--- config.mk ---
export PLATFORM = sky130hd
export DESIGN_NAME = cts_div
export DESIGN_NICKNAME = d
export VERILOG_FILES = /design/src/rtl/core/assert_macros.svh /design/src/rtl/core/cts_div.sv
export SDC_FILE = /design/constraint.sdc
export NUM_CORES = 1
export LEC_CHECK = 0
export BUFFER_PORTS_ARGS = -buffer_cell sky130_fd_sc_hd__buf_2
export CORE_MARGIN = 2
export CORE_UTILIZATION = 50
export CTS_BUF_LIST = sky130_fd_sc_hd__clkbuf_2 sky130_fd_sc_hd__clkbuf_4 sky130_fd_sc_hd__clkbuf_8
export DETAILED_ROUTE_END_ITERATION = 6
export GPL_ROUTABILITY_DRIVEN = 0
export PLACE_DENSITY = 0.84
export SETUP_SLACK_MARGIN = 0.3
export SLEW_MARGIN = 5
export SYNTH_ARGS = -nofsm -noshare
export SYNTH_HDL_FRONTEND = slang
export SYNTH_SLANG_ARGS = --single-unit
--- constraint.sdc ---
create_clock -name clk -period 2.6 [get_ports clk]
set_clock_uncertainty 0.1 [all_clocks]
set_input_delay 0.52 -clock clk [delete_from_list [all_inputs] [get_ports clk]]
set_output_delay 0.52 -clock clk [all_outputs]
set_load 0.01 [all_outputs]
--- src/rtl/core/assert_macros.svh ---
// ----------------------------------------------------------------------------
// assert_macros.svh
// Concurrent assertion wrappers used by the core RTL.
// ----------------------------------------------------------------------------
`ifndef ASSERT_MACROS_SVH
`define ASSERT_MACROS_SVH

// property must hold at every clock edge outside reset
`define CTS_ASSERT(lbl, clk_s, rstn_s, prop, msg) \
    lbl: assert property (@(posedge clk_s) disable iff (!rstn_s) (prop)) else $error(msg);

// antecedent implies consequent in the next cycle
`define CTS_ASSERT_NEXT(lbl, clk_s, rstn_s, ante, cons, msg) \
    lbl: assert property (@(posedge clk_s) disable iff (!rstn_s) (ante) |=> (cons)) \
        else $error(msg);

`endif

--- src/rtl/core/cts_div.sv ---
// ----------------------------------------------------------------------------
// cts_div
// Restoring radix-2 unsigned divider, one quotient bit per cycle.
// ----------------------------------------------------------------------------
`timescale 1ns / 1ps

module cts_div #(
    parameter int DVD_W = 80,
    parameter int DVS_W = 32
) (
    input  logic             clk,
    input  logic             rst_n,
    input  logic             start,
    input  logic [DVD_W-1:0] dividend,
    input  logic [DVS_W-1:0] divisor,
    output logic             done,
    output logic [DVD_W-1:0] quotient
);

    localparam int CNT_W = $clog2(DVD_W + 1);

    logic [CNT_W-1:0] cnt_reg, cnt_next;
    logic             busy_reg, busy_next;
    logic             done_reg, done_next;
    logic [DVD_W-1:0] q_reg, q_next;
    logic [DVS_W:0]   rem_reg, rem_next;
    logic [DVS_W-1:0] dvs_reg, dvs_next;
    logic [DVS_W:0]   rem_sh;

    always_comb
    begin
        cnt_next  = cnt_reg;
        busy_next = busy_reg;
        done_next = 1'b0;
        q_next    = q_reg;
        rem_next  = rem_reg;
        dvs_next  = dvs_reg;
        rem_sh    = {rem_reg[DVS_W-1:0], q_reg[DVD_W-1]};
        if (start)
        begin
            q_next    = dividend;
            dvs_next  = divisor;
            rem_next  = '0;
            cnt_next  = CNT_W'(DVD_W);
            busy_next = 1'b1;
        end
        else if (busy_reg)
        begin
            if (rem_sh >= {1'b0, dvs_reg})
            begin
                rem_next = rem_sh - {1'b0, dvs_reg};
                q_next   = {q_reg[DVD_W-2:0], 1'b1};
            end
            else
            begin
                rem_next = rem_sh;
                q_next   = {q_reg[DVD_W-2:0], 1'b0};
            end
            cnt_next = cnt_reg - CNT_W'(1);
            if (cnt_reg == CNT_W'(1))
            begin
                busy_next = 1'b0;
                done_next = 1'b1;
            end
        end
    end

    always_ff @(posedge clk or negedge rst_n)
    begin
        if (!rst_n)
        begin
            cnt_reg  <= '0;
            busy_reg <= 1'b0;
            done_reg <= 1'b0;
        end
        else
        begin
            cnt_reg  <= cnt_next;
            busy_reg <= busy_next;
            done_reg <= done_next;
        end
    end

    always_ff @(posedge clk)
    begin
        q_reg   <= q_next;
        rem_reg <= rem_next;
        dvs_reg <= dvs_next;
    end

    assign done     = done_reg;
    assign quotient = q_reg;

endmodule

==> summary.txt <==
Cells and area
  – Antenna Cells: 0
  – Nets@finish: 1090
  – P&R area growth vs syn: 37.1%
  – Largest register FFs: 80
  – Final Cell Area: 0.0108 mm²
  – Layout cells sized above 1: 50.9%

Worst setup path
  – CP Cell Sequence: inv_1 > ha_4 > a21oi_1 > o21ai_1 > or3_1 > o211a_4 > buf_4 > o21bai_1 > a21oi_1 > or3_1 > a21oi_2 > o31ai_2
  – CP endpoint kind: register
  – Worst reg-to-reg setup slack: -350 ps
  – Worst path arrival time: 3200 ps
  – CP Launch Type: register
  – Worst Path Buf+Inv: 2
  – Crit path max-delay family: compound AO/OA/AOI/OAI gates
  – Critical path class: reg2reg
  – Peak fanout along the critical path: 6
  – WP data required: 2850 ps
  – Worst path max stage delay: 380 ps
  – Critical path's slowest cell: or3_1

Synth
  – Top post-synthesis cells by area: edfxtp_1 (43%), mux2_2 (11%), dfxtp_1 (8.1%)
  – Synth Cell Area: 0.00788 mm²
  – Synthesized flop and latch total: 153
  – Warnings from Yosys: 0
  – Avg Cell Area, Syn: 12.3 µm²
  – Commonest cells post-synth: edfxtp_1 (112), mux2_2 (80), nor2_1 (47)
  – EDFF count, synth: 112
  – Most common cell in the netlist: edfxtp_1
  – Cell accounting for the most synthesized area: edfxtp_1
  – Area share of the largest cell type after synthesis: 42.7%
  – Syn Inst Count: 642
  – Most used DFF post-synth: edfxtp_1
  – Post-synthesis cell type count: 62
  – Post-synth ARST share: 5.88%
  – Syn nets: 792
  – Register area share after synthesis: 53.7%

Pwr
  – Sequential cell fraction of total power: 33.7%
  – Worst vdd ir: 0.499 mV
  – Pleak: 4.94 nW
  – Share of total power in the clock network: 19.4%
  – P per Cell Area: 922 mW/mm²
  – Logic pwr share: 46.9%
  – Switching power of the nets: 0.00352 W
  – Pint: 0.00644 W
  – Switching part of the total: 35.3%

Job
  – Max Cap Viol: 0

Placement
  – Hpwl dp: 14100 µm
  – Dpl cell area: 0.00978 mm²
  – Buffers on Ports: 195

Global routing
  – Vias in the first global route: 6201
  – First-pass GRT wire length: 30100 µm
  – Gr usage total: 23.4%
  – Global route overflow: 0
  – Largest net degree at the start of global routing: 81
  – Initial antenna violation count: 2

Route
  – ANT nets after route: 0
  – Wirelength per Cell: 17.9 µm
  – Routed wire length: 20800 µm
  – First-iteration detailed-routing DRC count: 313
  – Routed vias: 6286
  – DRC viols: 0
  – Via-to-Cell Ratio: 5.40
  – DR pass1 iterations: 6

Die
  – Row Count: 45
  – Initial Util: 51.4%
  – Die span in y: 130 µm
  – Core Region: 0.0153 mm²
  – Top Ports: 196
  – Die width: 130 µm
  – Area of the die: 0.0168 mm²

CTS
  – CTS tree: built
  – CTS Buf Count: 17
  – Worst skew pair latency: 470 ps
  – CTS H-Tree Depth: 4
  – Num Clock Sinks: 153
  – CTS Root Cell: clkbuf_8
  – Clock transition at path regs: 110 ps
  – CTS max path bufs: 2

STA
  – Rel. slew slack: 69.9%
  – Final setup TNS: -8830 ps
  – Unrepaired setup endpoints after global routing: true
  – Tmin final: 2950 ps
  – Final Max Tran Viols: 0
  – Max Fclk: 339 MHz
  – Worst Max-Slew Pin Slew: 450 ps
  – Final Hold Viols: 0
  – Count of final setup violators: 33
  – Final period util: 113%
  – Final WS setup: -347 ps

Status
  – Status: complete, but fails checks
  – Failing checks: negative setup slack

Worst hold path
  – HP Class: in2reg
[placed cells by master (no fill, tap or decap), types with 4 or more instances in the layout]
master      n
a21oi_1    23
o21bai_1    4
xor2_1     13
buf_2     194
nand3_1    11
clkbuf_8   17
xnor2_1    18
nor2b_1     4
dfxtp_1    31
or3_1       4
o211ai_1    4
nor3_1      6
o21ai_1    13
nand2_1    27
ha_4       15
inv_6       4
o21ai_0     8
buf_4      96
inv_2       5
a211oi_1   17
inv_1      36
buf_12      4
a21o_1     11
edfxtp_1  112
ha_1       19
inv_8       4
dfrtp_1     9
mux2_2     79
buf_6       7
a211oi_2    4
mux2i_1    21
nor2_1     42
[worst register-to-register path: stages, from the launching register on]
cell      delay, ps
edfxtp_1        360
inv_1           100
ha_4            230
a21oi_1         190
o21ai_1         120
or3_1           360
o211a_4         270
buf_4           140
o21bai_1        210
a21oi_1         130
or3_1           380
a21oi_2         170
o31ai_2          80
[worst paths after layout]
kind	startpoint	end	cells past startpoint
min reg2reg	rem_reg[23]	rem_reg[23]	2
min in group asynchronous	rst_n	cnt_reg[6]	2
max	dvs_reg[7]	rem_reg[28]	12
max reg2reg	dvs_reg[7]	rem_reg[28]	12
max in group asynchronous	rst_n	cnt_reg[0]	2
min	divisor[22]	dvs_reg[22]	1
[layout make-up]
type                    instances  area, µm²
well taps                     211        264
inverters                      42        161
fillers                      1072       4510
multi-input cells             422       3820
flip-flops and latches        153       4230
clock buffers                  17        234
clock inverters                15        184
repair buffers                304       1910
[stage by stage]
step | total power [W] | setup WS [ps] | cells | utilization (%) | hold slack [ps]
finish | 0.00996 | -347 | 1164 | 70.5 | 123
global route | 0.0104 | -458 | 1164 | 70.5 | 94.4
CTS | 0.00940 | -250 | 1157 | 68.4 | 95.9
detailed placement | 0.00707 | -294 | 1115 | 63.9 | 284
global placement | 0.00696 | -279 | 1115 | 63.9 | 279
floorplan | 0.00566 | -227 | 642 | - | 124
[timing repair]
action	in CTS	in global routing
setup buffers	8	6
gates resized for setup	34	54
gates cloned	1	1
pin swaps	13	36
setup endpoints to repair	33	33
hold buffers	1	0
endpoints found under the hold margin	9	0
[kinds of logic (layout without fill, tap and decap cells)]
group           Yosys count  count (layout)  share of synthesized area [%]
fa+ha+maj                35              35                           5.65
xor+xnor                 33              33                           3.67
buf+inv                  67             378                           3.56
compound gates          125             125                           11.6
flops                   153             153                           53.7
mux                     105             105                           14.6
simple gates            124             124                           7.26
[power by group through the flow]
| stage | Combinational (W) | Sequential [W] | Clock, W |
|---|---|---|---|
| final | 0.00467 | 0.00336 | 0.00193 |
| after global routing | 0.00498 | 0.00340 | 0.00204 |
| after CTS | 0.00410 | 0.00334 | 0.00196 |
| after detailed placement | 0.00373 | 0.00335 | 0 |
| after global placement | 0.00362 | 0.00334 | 0 |
| after floorplan | 0.00228 | 0.00339 | 0 |
[routing by layer]
metal / global-route usage, % / share of wire (%) / wire length [µm]
met1: 26.1 / 38 / 7970
met3: 7.89 / 6.8 / 1410
met5: 0 / 0.063 / 13
met2: 41.8 / 52 / 10900
met4: 8.48 / 2.4 / 491
Power figures use the tool's default switching activity.
